<file path="src/rtl/core/wsps_pkg.sv">
`timescale 1ns / 1ps
// Package for the weighted sequence packet scheduler.
// Holds sizes, slot layout, command and register codes; no dependencies.
package wsps_pkg;

    localparam int SLOT_COUNT = 8;
    localparam int TYPE_COUNT = 8;
    localparam int POS_W      = 3;
    localparam int LEN_W      = 4;
    localparam int TYPE_W     = 3;
    localparam int COUNT_W    = 8;
    localparam int SLOT_W     = 12;
    localparam int HALF_W     = 48;
    localparam int TDATA_W    = 8;
    localparam int CFG_IDX_W  = 2;

    typedef enum logic [0:0] {
        CMD_ENQUEUE  = 1'b0,
        CMD_TRANSMIT = 1'b1
    } cmd_t;

    typedef enum logic [CFG_IDX_W-1:0] {
        REG_SLOTS_LO = 2'd0,
        REG_SLOTS_HI = 2'd1,
        REG_SEQ_LEN  = 2'd2
    } reg_idx_t;

    typedef struct packed {
        logic               allow_pending;
        logic [COUNT_W-1:0] count;
        logic [TYPE_W-1:0]  ptype;
    } slot_t;

endpackage

</file>
<file path="src/rtl/core/weighted_sequence_packet_scheduler_top.sv">
`timescale 1ns / 1ps
// Top level of the weighted sequence packet scheduler.
// Depends on wsps_pkg for sizes, slot layout and codes.
//
//  channel  | direction | signals                               | beat
//  ---------+-----------+---------------------------------------+-----------------------
//  s_*      | in        | s_tvalid s_tready s_tdata s_tuser     | enqueue or transmit
//  m_*      | out       | m_tvalid m_tready m_tdata m_tuser     | one per transmit
//  cfg_*    | in        | cfg_valid cfg_ready cfg_index cfg_data| register write
//
// One beat per cycle unless a stalled result register holds a transmit beat: a beat lands
// in the input register, then the slot lookup, priority encode and counter update run, and
// a transmit beat loads the result register while an enqueue beat marks its type pending.
// Reset clears pending types, slot position, repeat counter and the slot table;
// sequence length resets to one. cfg_ready is always high.
// A stalled result register holds a transmit beat back in the input register.
module weighted_sequence_packet_scheduler_top
(
    input  logic                              clk,
    input  logic                              rst_n,
    input  logic                              s_tvalid,
    output logic                              s_tready,
    input  logic [wsps_pkg::TDATA_W-1:0]      s_tdata,   // [2:0] packet_type
    input  logic                              s_tuser,   // [0] command
    output logic                              m_tvalid,
    input  logic                              m_tready,
    output logic [wsps_pkg::TDATA_W-1:0]      m_tdata,   // [2:0] chosen_type
    output logic                              m_tuser,   // [0] from_pending
    input  logic                              cfg_valid,
    output logic                              cfg_ready,
    input  logic [wsps_pkg::CFG_IDX_W-1:0]    cfg_index,
    input  logic [wsps_pkg::HALF_W-1:0]       cfg_data
);
    import wsps_pkg::*;

    logic [HALF_W-1:0]     slots_lo_reg;
    logic [HALF_W-1:0]     slots_hi_reg;
    logic [LEN_W-1:0]      seq_len_reg;

    logic                  in_valid_reg;
    cmd_t                  in_cmd_reg;
    logic [TYPE_W-1:0]     in_type_reg;

    logic                  out_valid_reg;
    logic [TYPE_W-1:0]     out_type_reg;
    logic                  out_pend_reg;

    logic [TYPE_COUNT-1:0] pending_reg;
    logic [TYPE_COUNT-1:0] pending_next;
    logic [POS_W-1:0]      pos_reg;
    logic [POS_W-1:0]      pos_next;
    logic [COUNT_W-1:0]    rpt_reg;
    logic [COUNT_W-1:0]    rpt_next;

    logic                  advance;
    logic                  is_xmit;
    logic [LEN_W-1:0]      len_eff;
    logic [POS_W-1:0]      pos_cur;
    logic [LEN_W-1:0]      pos_inc;
    logic [2*HALF_W-1:0]   slot_vec;
    slot_t                 slot;
    logic [COUNT_W-1:0]    count_eff;
    logic [COUNT_W-1:0]    rpt_inc;
    logic                  take_pend;
    logic [TYPE_W-1:0]     low_pend;
    logic [TYPE_W-1:0]     chosen;

    assign is_xmit   = (in_cmd_reg == CMD_TRANSMIT);
    assign advance   = in_valid_reg && (!is_xmit || !out_valid_reg || m_tready);
    assign s_tready  = !in_valid_reg || advance;
    assign cfg_ready = 1'b1;

    assign m_tvalid  = out_valid_reg;
    assign m_tdata   = {{(TDATA_W-TYPE_W){1'b0}}, out_type_reg};
    assign m_tuser   = out_pend_reg;

    always_comb
    begin
        len_eff = seq_len_reg;
        if (seq_len_reg == '0)
        begin
            len_eff = LEN_W'(1);
        end
        else if (seq_len_reg > LEN_W'(SLOT_COUNT))
        begin
            len_eff = LEN_W'(SLOT_COUNT);
        end
    end

    // Fall back to slot zero when the length was lowered under the position.
    assign pos_cur   = ({1'b0, pos_reg} >= len_eff) ? '0 : pos_reg;
    assign slot_vec  = {slots_hi_reg, slots_lo_reg};
    assign slot      = slot_t'(slot_vec[pos_cur*SLOT_W +: SLOT_W]);
    assign count_eff = (slot.count == '0) ? COUNT_W'(1) : slot.count;
    assign rpt_inc   = rpt_reg + COUNT_W'(1);
    assign pos_inc   = {1'b0, pos_cur} + LEN_W'(1);
    assign take_pend = slot.allow_pending && (pending_reg != '0);

    always_comb
    begin
        low_pend = '0;
        for (int t = TYPE_COUNT - 1; t >= 0; t--)
        begin
            if (pending_reg[t])
            begin
                low_pend = TYPE_W'(t);
            end
        end
    end

    assign chosen = take_pend ? low_pend : slot.ptype;

    always_comb
    begin
        pending_next = pending_reg;
        pos_next     = pos_reg;
        rpt_next     = rpt_reg;
        if (advance)
        begin
            if (!is_xmit)
            begin
                if (32'(in_type_reg) < TYPE_COUNT)
                begin
                    pending_next[in_type_reg] = 1'b1;
                end
            end
            else
            begin
                if (take_pend)
                begin
                    pending_next[low_pend] = 1'b0;
                end
                // Move on once the repeat count is reached or the counter wraps.
                if ((rpt_inc >= count_eff) || (rpt_inc == '0))
                begin
                    rpt_next = '0;
                    pos_next = (pos_inc >= len_eff) ? '0 : pos_inc[POS_W-1:0];
                end
                else
                begin
                    rpt_next = rpt_inc;
                    pos_next = pos_cur;
                end
            end
        end
    end

    always_ff @(posedge clk or negedge rst_n)
    begin
        if (!rst_n)
        begin
            slots_lo_reg  <= '0;
            slots_hi_reg  <= '0;
            seq_len_reg   <= LEN_W'(1);
            in_valid_reg  <= 1'b0;
            out_valid_reg <= 1'b0;
            pending_reg   <= '0;
            pos_reg       <= '0;
            rpt_reg       <= '0;
        end
        else
        begin
            if (cfg_valid && cfg_ready)
            begin
                unique case (cfg_index)
                    REG_SLOTS_LO: slots_lo_reg <= cfg_data;
                    REG_SLOTS_HI: slots_hi_reg <= cfg_data;
                    REG_SEQ_LEN:  seq_len_reg  <= cfg_data[LEN_W-1:0];
                    default:      ;
                endcase
            end
            if (s_tready)
            begin
                in_valid_reg <= s_tvalid;
            end
            if (advance && is_xmit)
            begin
                out_valid_reg <= 1'b1;
            end
            else if (m_tready)
            begin
                out_valid_reg <= 1'b0;
            end
            pending_reg <= pending_next;
            pos_reg     <= pos_next;
            rpt_reg     <= rpt_next;
        end
    end

    always_ff @(posedge clk)
    begin
        if (s_tvalid && s_tready)
        begin
            in_cmd_reg  <= cmd_t'(s_tuser);
            in_type_reg <= s_tdata[TYPE_W-1:0];
        end
        if (advance && is_xmit)
        begin
            out_type_reg <= chosen;
            out_pend_reg <= take_pend;
        end
    end

    a_xmit_loads_result: assert property (@(posedge clk) disable iff (!rst_n)
        advance && is_xmit |=> out_valid_reg)
        else $error("transmit beat did not load the result register");

    a_pending_cleared: assert property (@(posedge clk) disable iff (!rst_n)
        advance && is_xmit && take_pend |=> !pending_reg[$past(low_pend)])
        else $error("pending type still set after being sent");

    a_enqueue_sets: assert property (@(posedge clk) disable iff (!rst_n)
        advance && !is_xmit |=> pending_reg[$past(in_type_reg)])
        else $error("enqueued type not marked pending");

    a_stall_holds_input: assert property (@(posedge clk) disable iff (!rst_n)
        in_valid_reg && !advance |=> in_valid_reg && $stable(in_type_reg))
        else $error("stalled beat lost from the input register");

endmodule
</file>
<file path="config.mk">
export PLATFORM = sky130hd
export DESIGN_NAME = weighted_sequence_packet_scheduler_top
export DESIGN_NICKNAME = d
export VERILOG_FILES = /design/src/rtl/core/wsps_pkg.sv /design/src/rtl/core/weighted_sequence_packet_scheduler_top.sv
export SDC_FILE = /design/constraint.sdc
export NUM_CORES = 1
export LEC_CHECK = 0
export ABC_AREA = 0
export BUFFER_PORTS_ARGS = -buffer_cell sky130_fd_sc_hd__buf_2
export CAP_MARGIN = 20
export CORE_UTILIZATION = 60
export CTS_CLUSTER_DIAMETER = 120
export CTS_CLUSTER_SIZE = 30
export DETAILED_ROUTE_END_ITERATION = 16
export GPL_TIMING_DRIVEN = 0
export PLACE_DENSITY = 0.87
export SLEW_MARGIN = 20
export SYNTH_ARGS = -nofsm -noshare
export SYNTH_HDL_FRONTEND = slang
export SYNTH_SLANG_ARGS = --single-unit
</file>
<file path="constraint.sdc">
create_clock -name clk -period 9.15 [get_ports clk]
set_clock_uncertainty 0.1 [all_clocks]
set_input_delay 1.83 -clock clk [delete_from_list [all_inputs] [get_ports clk]]
set_output_delay 1.83 -clock clk [all_outputs]
set_load 0.05 [all_outputs]
</file>
==> impl_metrics.csv, run 1 <==
group,metric,value,unit
final_layout,nFillCells,691,
synth,ys_warn_count,0,
place,placed_area,7070,sq um
pwr,p_seq_frac,0.336,
synth,syn_area_per_cell,12.0,sq um
worst_setup_path,path_depth,19,
timing,timing.fmax,184,MHz
place,gp_congestion,0.880,
pwr,p_clk_frac,0.273,
final_layout,insertedDiodeCount,0,
worst_setup_path,critPathSlowestCell,"a2111oi_0",
timing,maxSlewViolCount,0,
detailed_routing,dr.first_iter.drc_count,336,
synth,yosysUniqueCellTypes,71,
synth,seq_area_frac_synth,0.501,
synth,ys.flop_type,"dfrtp_1",
floorplan,die_h,106,um
final_layout,area_delta_synth_final,16.9,%
global_routing,gr-total-overflow,0,
synth,synth_edf_count,8,
timing,maxSlewHeadroom,0.417,
worst_setup_path,critPathKind,"reg -> reg",
outcome,status,"complete, no violations",
timing,min_period,5430,ps
worst_hold_path,holdPathStages,1,
timing,finalSetupViolCount,0,
floorplan,fp.dieArea,11300,sq um
place,portBuffers,64,
global_routing,grt_pass1_vias,5044,
clock_tree,htreeDepth,4,
worst_hold_path,hold_path.class,"reg -> reg",
timing,fin_tns_setup,0,ps
worst_setup_path,cp_max_fo,10,
timing,tightestPinTransition,875,ps
worst_setup_path,max_stage_delay,510,ps
detailed_routing,routed_via_density,6.33,
global_routing,grt_max_degree,75,
worst_setup_path,cp.buffers_inverters,4,
worst_setup_path,critical-path-top-delay-family,"compound AO/OA/AOI/OAI gates",
detailed_routing,route.vias.total,4949,
pwr,combPwrFrac,0.391,
synth,ys_async_sr_fraction,0.938,
clock_tree,ctsHoldBuffers,0,
pwr,ir_drop,0.185,mV
timing,finalHoldViolations,0,
detailed_routing,first_pass_iters,5,
worst_setup_path,crit_arrival,5740,ps
global_routing,grt_pass1_wl,25700,um
detailed_routing,wirelength,16100,um
worst_setup_path,crit_chain,"buf_2, inv_1, clkbuf_1, ha_1, nand2b_4, a211oi_4, o21ai_2, buf_2, mux2i_1, o22ai_1, a21oi_1, ha_1, a2111oi_0, nand2_1, o21ai_0, a31oi_1, a31oi_4, nor2_1, a221o_1",
clock_tree,postCtsSetupRepairBufs,0,
floorplan,start_util,0.627,
timing,rsz0062_at_grt,"no",
detailed_routing,drtAntennaViolNets,0,
detailed_routing,route.detailed.drc,0,
clock_tree,root_buffer,"clkbuf_8",
clock_tree,tritoncts,"yes",
synth,synth-seq-cells,129,
final_layout,nets,714,
global_routing,grtUsageTotal,0.306,
final_layout,final_cells,782,
worst_setup_path,r2r_cells,19,
floorplan,io_pins,76,
clock_tree,ctsResizeCount,0,
pwr,power.density,309,nW/um^2
synth,synth_area,6530,sq um
place,hpwl,11100,um
timing,finalCritPeriodShare,0.594,
worst_setup_path,worstPathRequired,9460,ps
pwr,p_sw_frac,0.370,
synth,syn-instance-count,545,
clock_tree,cts_buffers,17,
clock_tree,clk_pin_slew,60,ps
detailed_routing,wl_per_cell,20.5,um
final_layout,final_layout_size_suffix_gt1_frac,0.370,
clock_tree,clkSinkCount,129,
place,place_inst,750,
worst_setup_path,worstSetupStartpointType,"register",
job,max_cap_viol_count,0,
global_routing,antenna_found_initial,0,
timing,hold_slack,400,ps
pwr,leakage,3.39,nW
clock_tree,cts_buffer_depth,2,
pwr,p_int,1.49,mW
pwr,p_sw,0.874,mW
floorplan,std_cell_rows,37,
floorplan,coreArea,10400,sq um
final_layout,fin_util,0.733,
clock_tree,clk_latency,530,ps
worst_setup_path,crit_path_end_kind,"register",
floorplan,die_w,106,um
final_layout,finalInstanceArea,7640,sq um
==> worst reg2reg max path, delay by kind of cell (launching register included) <==
kind            cells  cell delay (ps)
compound gates      9             2530
fa+ha+maj           2              660
buf+inv             4             1130
flops               1              380
mux                 1              170
simple gates        3              350
==> routing by layer <==
layer | vias to the layer above | share of wire | GRT usage
li1 | 2164 | - | -
met1 | 2490 | 0.39 | 0.377
met2 | 247 | 0.50 | 0.514
met3 | 48 | 0.069 | 0.0552
met4 | 0 | 0.038 | 0.163
met5 | - | 0 | 0
==> synth_stat cells, types with 6 or more instances <==
cell,instances,share of area
nand2_1,42,0.024
mux2i_1,13,0.020
ha_1,17,0.033
nor2_1,32,0.018
o31ai_1,6,0.0069
nand2b_1,8,0.0077
buf_2,10,0.0077
nand3_1,9,0.0069
a21oi_1,13,0.010
dfrtp_1,120,0.46
mux2_2,102,0.18
a211oi_1,13,0.015
inv_1,13,0.0075
o21ai_0,11,0.0084
edfxtp_1,8,0.037
a31oi_1,6,0.0057
o22ai_1,7,0.0067
clkbuf_1,8,0.0046
buf_4,7,0.0080
==> logic make-up after synthesis <==
group | after synthesis | synth area share
multiplexers | 120 | 0.214
adder cells (fa/ha/maj) | 17 | 0.0326
XOR/XNOR | 5 | 0.00671
AO/OA/AOI/OAI | 101 | 0.117
flip-flops | 129 | 0.501
other | 2 | 0.00115
AND/OR/NAND/NOR | 125 | 0.0935
buffers and inverters | 46 | 0.0347
==> cell type report <==
type	instances	area (sq um)	area share
plain buffers	31	170	0.0223
clock buffers	20	435	0.0570
clock inverters	12	131	0.0172
inverters	15	56.3	0.00737
multi-input cells	374	3050	0.399
flip-flops and latches	129	3270	0.428
well taps	136	170	0.0223
repair buffers	65	354	0.0464
==> final timing paths <==
path	start	endpoint	slack (ps)
min in group asynchronous	rst_n	rpt_reg[6]$_DFFE_PN0P_	1130
worst max-delay path	pos_reg[0]$_DFFE_PN0P_	pos_reg[1]$_DFFE_PN0P_	3720
worst max register to register	pos_reg[0]$_DFFE_PN0P_	pos_reg[1]$_DFFE_PN0P_	3720
worst min-delay path	slots_lo_reg[1]$_DFFE_PN0P_	slots_lo_reg[1]$_DFFE_PN0P_	400
worst min register to register	slots_lo_reg[1]$_DFFE_PN0P_	slots_lo_reg[1]$_DFFE_PN0P_	400
max in group asynchronous	rst_n	slots_lo_reg[3]$_DFFE_PN0P_	7120
==> cells in the final DEF (no fill, tap or decap), types with 6 or more instances in the layout <==
cell,count
edfxtp_1,8
dfrtp_1,120
a211oi_1,13
buf_4,7
o21ai_0,11
conb_1,6
buf_2,73
ha_1,17
nand2b_1,8
inv_1,13
nand2_1,42
o22ai_1,7
mux2_2,102
mux2i_1,13
nor2_1,32
a21oi_1,13
nand3_1,9
clkbuf_1,10
clkbuf_16,16
a31oi_1,6
o31ai_1,6
==> through the flow <==
step / worst slack (ps) / power [mW]
2_1_floorplan: 4750 / 1.45
3_3_place_gp: 3930 / 1.65
3_5_place_dp: 3830 / 1.69
4_1_cts: 3820 / 2.35
5_1_grt: 3440 / 2.48
6_report: 3720 / 2.36
==> power by group through the flow <==
stage	Sequential (mW)	Combinational (mW)	Clock [mW]
detailed placement	0.796	0.896	0
CTS	0.790	0.909	0.651
floorplan	0.792	0.653	0
global placement	0.789	0.859	0
finish	0.794	0.923	0.645
global route	0.804	1.00	0.670
No activity file was read; power rests on OpenSTA's default activity.
==> run 2, diff against run 1 <==
- ABC_AREA: 0 -> 1
- CORE_UTILIZATION: 60 -> 59
- PLACE_DENSITY: 0.87 -> 0.85
- clock period: 9.15 -> 5.3 ns (I/O delays scaled with it)
==> impl_metrics.csv, run 2 <==
group,metric,value,unit
floorplan,io_pins,76,
pwr,ir_drop,0.368,mV
worst_hold_path,hold_path.class,"reg -> reg",
final_layout,multi_input_area,2940,sq um
final_layout,mostFrequentLayoutCell,"nand2_1",
global_routing,met3_usage,0.0871,
detailed_routing,wl_per_cell,16.1,um
timing,finalHoldViolations,0,
place,hpwl,12500,um
worst_setup_path,cp_max_fo,10,
final_layout,nets,1040,
final_layout,seqCellArea,3270,sq um
clock_tree,ctsHoldBuffers,0,
final_layout,area_delta_synth_final,17.7,%
detailed_routing,route.detailed.drc,0,
timing,min_period,4030,ps
worst_setup_path,crit_arrival,4270,ps
clock_tree,htreeDepth,4,
floorplan,die_w,110,um
final_layout,finalInstanceArea,8090,sq um
timing,maxSlewHeadroom,0.521,
pwr,leakage,4.21,nW
clock_tree,postCtsSetupRepairBufs,0,
synth,synth-seq-cells,129,
final_layout,nFillCells,873,
detailed_routing,wirelength,18000,um
worst_setup_path,cp.buffers_inverters,6,
final_layout,insertedDiodeCount,0,
worst_setup_path,r2r_cells,27,
final_layout,fin_util,0.711,
synth,yosysUniqueCellTypes,43,
clock_tree,clkSinkCount,129,
floorplan,std_cell_rows,39,
global_routing,grt_pass1_wl,29300,um
worst_setup_path,critPathKind,"reg -> reg",
synth,synth_edf_count,8,
worst_setup_path,rr_endpoint,"rpt_reg[4]$_DFFE_PN0P_",
pwr,power.density,545,nW/um^2
global_routing,grtUsageTotal,0.330,
timing,finalCritPeriodShare,0.761,
global_routing,gr-total-overflow,0,
clock_tree,cts_buffers,17,
floorplan,start_util,0.604,
synth,netlist_top_cells_area,"dfrtp_1 (44%), nand2_1 (14%), o21ai_0 (8.4%)",
place,place_inst,1083,
clock_tree,ctsResizeCount,0,
detailed_routing,drtAntennaViolNets,0,
worst_setup_path,rr_startpoint,"pos_reg[0]$_DFFE_PN0P_",
detailed_routing,first_pass_iters,7,
timing,tightestPinTransition,718,ps
synth,seq_area_frac_synth,0.476,
synth,ys_warn_count,0,
timing,rsz0062_at_grt,"no",
global_routing,grt_use_met1,0.417,
timing,fin_tns_setup,0,ps
synth,synth_area,6870,sq um
job,max_cap_viol_count,0,
worst_setup_path,max_stage_delay,370,ps
worst_setup_path,crit_path_end_kind,"register",
floorplan,coreArea,11400,sq um
timing,hold_slack,386,ps
synth,ys_async_sr_fraction,0.938,
global_routing,global_route.peak_usage_layer,"met2",
clock_tree,tritoncts,"yes",
place,preCtsSetupSlack,1340,ps
timing,finalSetupViolCount,0,
final_layout,layout_common_cells,"nand2_1 (250), dfrtp_1 (120), o21ai_0 (115)",
detailed_routing,dr.first_iter.drc_count,668,
synth,ys.flop_type,"dfrtp_1",
timing,timing.fmax,248,MHz
detailed_routing,routed_via_density,5.66,
worst_setup_path,critical-path-top-delay-family,"simple AND/OR/NAND/NOR gates",
synth,syn_area_per_cell,7.89,sq um
place,gp_congestion,0.939,
timing,maxSlewViolCount,0,
clock_tree,clk_pin_slew,60,ps
clock_tree,root_buffer,"clkbuf_16",
detailed_routing,route.vias.total,6312,
worst_setup_path,r2r_slack,1270,ps
worst_setup_path,critPathSlowestCell,"nor3_1",
worst_setup_path,worstPathRequired,5540,ps
worst_hold_path,hp-start,"slots_lo_reg[15]$_DFFE_PN0P_",
synth,synth_top_area_frac,0.437,
global_routing,antenna_found_initial,0,
worst_setup_path,cpMostUsedCell,"nand2_1",
synth,ys_top_cells_by_count,"nand2_1 (250), dfrtp_1 (120), o21ai_0 (115), inv_1 (103), nand3_1 (74)",
floorplan,fp.dieArea,12100,sq um
final_layout,final_cells,1115,
worst_setup_path,worstSetupStartpointType,"register",
clock_tree,clk_latency,430,ps
worst_hold_path,holdPathStages,2,
synth,yosysMostFrequentCell,"nand2_1",
pwr,totalPowerFinal,4.41,mW
final_layout,final_layout_size_suffix_gt1_frac,0.147,
place,placed_area,7420,sq um
floorplan,die_h,110,um
place,portBuffers,64,
clock_tree,cts_buffer_depth,2,
synth,yosysTopAreaCell,"dfrtp_1",
outcome,status,"complete, no violations",
global_routing,grt_max_degree,71,
worst_hold_path,hold_path_end,"slots_lo_reg[15]$_DFFE_PN0P_",
timing,fin_ws,1270,ps
global_routing,met2_usage,0.527,
global_routing,grt_pass1_vias,5994,
synth,syn-instance-count,871,
run 2: cell count changes after synthesis, sizes merged, moves of 6 or more:
cell,previous run,this run
mux2,102,0
o31ai,6,0
nand3,9,79
nor3,4,10
nor2,34,50
nand2,42,257
inv,14,107
mux2i,13,0
o22ai,7,1
clkbuf,8,20
o21ai,17,121
a211oi,14,0
nand2b,9,0
run 2: power by group:
| group | total, mW | switching [mW] | internal, mW |
|---|---|---|---|
| Combinational | 1.75 | 1.14 | 0.605 |
| Sequential | 1.34 | 0.138 | 1.20 |
| Clock | 1.32 | 0.446 | 0.876 |
run 2: final cells by class:
| class | count | share of cell area |
|---|---|---|
| sequential | 129 | 0.404 |
| multi-input combinational | 594 | 0.364 |
| clock buffer | 21 | 0.0582 |
| inverter | 107 | 0.0500 |
| timing repair buffer | 65 | 0.0438 |
| buffer | 45 | 0.0334 |
| clock inverter | 11 | 0.0246 |
| tap | 143 | 0.0221 |
run 2: worst min-delay path, delay by kind of cell (launching register included):
kind / cells / cell delay, ps
AO/OA/AOI/OAI: 1 / 60
flip-flops: 1 / 340
AND/OR/NAND/NOR: 1 / 50
run 2: kinds of logic after synthesis:
family,share of synthesized area
AOI/OAI and AO/OA,0.122
DFF,0.476
xor gates and xnor gates,0.00765
other,0.00109
buffers and inverters,0.0981
and+or+nand+nor,0.264
adders and majority gates,0.0310
run 2: worst max path at each step:
stage	startpoint	end	slack [ps]	cells past startpoint
2_1_floorplan	pos_reg[0]$_DFFE_PN0P_	rpt_reg[3]$_DFFE_PN0P_	1980	27
6_report	pos_reg[0]$_DFFE_PN0P_	rpt_reg[4]$_DFFE_PN0P_	1270	27
5_1_grt	pos_reg[0]$_DFFE_PN0P_	rpt_reg[4]$_DFFE_PN0P_	870	27
3_5_place_dp	pos_reg[0]$_DFFE_PN0P_	rpt_reg[4]$_DFFE_PN0P_	1340	27
3_3_place_gp	pos_reg[0]$_DFFE_PN0P_	rpt_reg[3]$_DFFE_PN0P_	1400	27
4_1_cts	pos_reg[0]$_DFFE_PN0P_	rpt_reg[4]$_DFFE_PN0P_	1290	27
run 2: layer usage:
layer | part of all wire | up-vias
met5 | 0 | -
met2 | 0.47 | 321
met4 | 0.044 | 0
li1 | - | 2973
met3 | 0.084 | 78
met1 | 0.40 | 2940
==> run 3, diff against run 2 <==
- clock period: 5.3 -> 4 ns (I/O delays scaled with it)
==> impl_metrics.csv, run 3 (synthesis gave the netlist of run 2 again) <==
group,metric,value,unit
clock_tree,ctsHoldBuffers,0,
final_layout,area_delta_synth_final,19.0,%
clock_tree,clk_latency,430,ps
timing,fin_ws,159,ps
global_routing,grtUsageTotal,0.330,
clock_tree,cts_buffer_depth,2,
floorplan,std_cell_rows,39,
floorplan,start_util,0.604,
place,placed_area,7420,sq um
global_routing,grt_max_degree,71,
detailed_routing,first_pass_iters,5,
timing,timing.fmax,260,MHz
global_routing,antenna_found_initial,0,
final_layout,insertedDiodeCount,0,
place,gp_congestion,0.939,
detailed_routing,dr.first_iter.drc_count,605,
place,portBuffers,64,
outcome,status,"complete, no violations",
final_layout,mostFrequentLayoutCell,"nand2_1",
place,hpwl,12500,um
detailed_routing,route.detailed.drc,0,
job,max_cap_viol_count,0,
detailed_routing,drtAntennaViolNets,0,
global_routing,gr-total-overflow,0,
final_layout,fin_util,0.719,
floorplan,die_w,110,um
detailed_routing,wirelength,18100,um
detailed_routing,route.vias.total,6351,
clock_tree,cts_buffers,17,
timing,finalCritPeriodShare,0.960,
final_layout,layout_common_cells,"nand2_1 (245), dfrtp_1 (119), o21ai_0 (114)",
pwr,p_int,3.62,mW
floorplan,coreArea,11400,sq um
timing,hold_slack,220,ps
worst_setup_path,worstPathRequired,4240,ps
pwr,p_clk_frac,0.294,
timing,tightestPinTransition,720,ps
final_layout,nFillCells,851,
clock_tree,clkSinkCount,129,
floorplan,io_pins,76,
floorplan,fp.dieArea,12100,sq um
floorplan,die_h,110,um
final_layout,nets,1043,
final_layout,final_layout_size_suffix_gt1_frac,0.162,
pwr,ir_drop,0.486,mV
worst_setup_path,crit_arrival,4080,ps
final_layout,finalInstanceArea,8180,sq um
global_routing,grt_pass1_wl,29300,um
worst_setup_path,critPathKind,"reg -> reg",
timing,maxSlewHeadroom,0.520,
worst_setup_path,crit_path_end_kind,"register",
worst_hold_path,hold_path.class,"in -> async",
detailed_routing,routed_via_density,5.68,
timing,finalHoldViolations,0,
pwr,p_seq_frac,0.297,
clock_tree,htreeDepth,4,
pwr,p_sw_frac,0.393,
clock_tree,root_buffer,"clkbuf_16",
clock_tree,clk_pin_slew,60,ps
place,preCtsSetupSlack,35.3,ps
worst_setup_path,cp_max_fo,10,
final_layout,multi_input_area,2990,sq um
pwr,power.density,729,nW/um^2
pwr,combPwrFrac,0.409,
timing,min_period,3840,ps
pwr,totalPowerFinal,5.96,mW
pwr,p_sw,2.34,mW
final_layout,seqCellArea,3270,sq um
timing,finalSetupViolCount,0,
clock_tree,tritoncts,"yes",
timing,maxSlewViolCount,0,
detailed_routing,wl_per_cell,16.2,um
pwr,leakage,4.24,nW
worst_setup_path,worstSetupStartpointType,"register",
global_routing,grt_pass1_vias,5988,
[run 3: per-layer routing]
metal	wire, um	up-vias	GRT usage
met2	8690	349	0.527
met1	7200	2957	0.417
li1	-	2982	-
met5	0	-	0
met3	1540	63	0.0854
met4	704	0	0.163
[run 3: final cells by class]
cell class / instances / area share
plain buffers: 45 / 0.0350
clock inverters: 11 / 0.0243
inverters: 107 / 0.0497
clock buffers: 21 / 0.0575
flip-flops and latches: 129 / 0.400
well taps: 143 / 0.0219
repair buffers: 68 / 0.0460
multi-input cells: 594 / 0.366
[run 3: path summary, 6_finish.rpt]
kind | from | end | slack [ps] | depth (start not counted)
min reg2reg | slots_lo_reg[45]$_DFFE_PN0P_ | slots_lo_reg[45]$_DFFE_PN0P_ | 380 | 2
max reg2reg | seq_len_reg[3]$_DFFE_PN0P_ | rpt_reg[4]$_DFFE_PN0P_ | 160 | 22
min | rst_n | slots_lo_reg[0]$_DFFE_PN0P_ | 220 | 1
min in group clk | slots_lo_reg[45]$_DFFE_PN0P_ | slots_lo_reg[45]$_DFFE_PN0P_ | 380 | 2
max in group asynchronous | rst_n | slots_lo_reg[25]$_DFFE_PN0P_ | 2870 | 2
max | seq_len_reg[3]$_DFFE_PN0P_ | rpt_reg[4]$_DFFE_PN0P_ | 160 | 22
[run 3: power groups by stage]
stage | Sequential (mW) | Clock (mW) | Combinational (mW)
after CTS | 1.76 | 1.75 | 2.28
after global routing | 1.80 | 1.81 | 2.72
after global placement | 1.77 | 0 | 2.18
after detailed placement | 1.78 | 0 | 2.25
final | 1.77 | 1.75 | 2.44
after floorplan | 1.78 | 0 | 1.66
[run 3: critical path: stages, from the launching register on]
cell,delay [ps]
dfrtp_2,450
inv_2,120
nand2_1,90
ha_1,300
nor2_2,50
nor2_4,210
nand2_8,120
nand2_8,120
buf_6,170
nand2_1,90
nand3_1,80
nand2_1,60
nand2_1,80
nand2_2,90
buf_4,140
ha_1,310
a21oi_1,170
o21ai_0,130
nor3_2,330
nand2_2,150
nor2_4,230
nand2_1,80
o21ai_1,90
[run 3: metrics by stage]
stage,setup TNS [ps],instances
final,0,1118
after global placement,0,1082
after floorplan,0,875
after detailed placement,0,1083
after CTS,0,1115
after global routing,-53.8,1118
[run 3: what timing repair did]
item,CTS,global route
endpoints found under the setup margin,2,11
pin swaps,0,8
gates resized for setup,1,22
hold endpoints to repair,0,0
buffers inserted,0,3
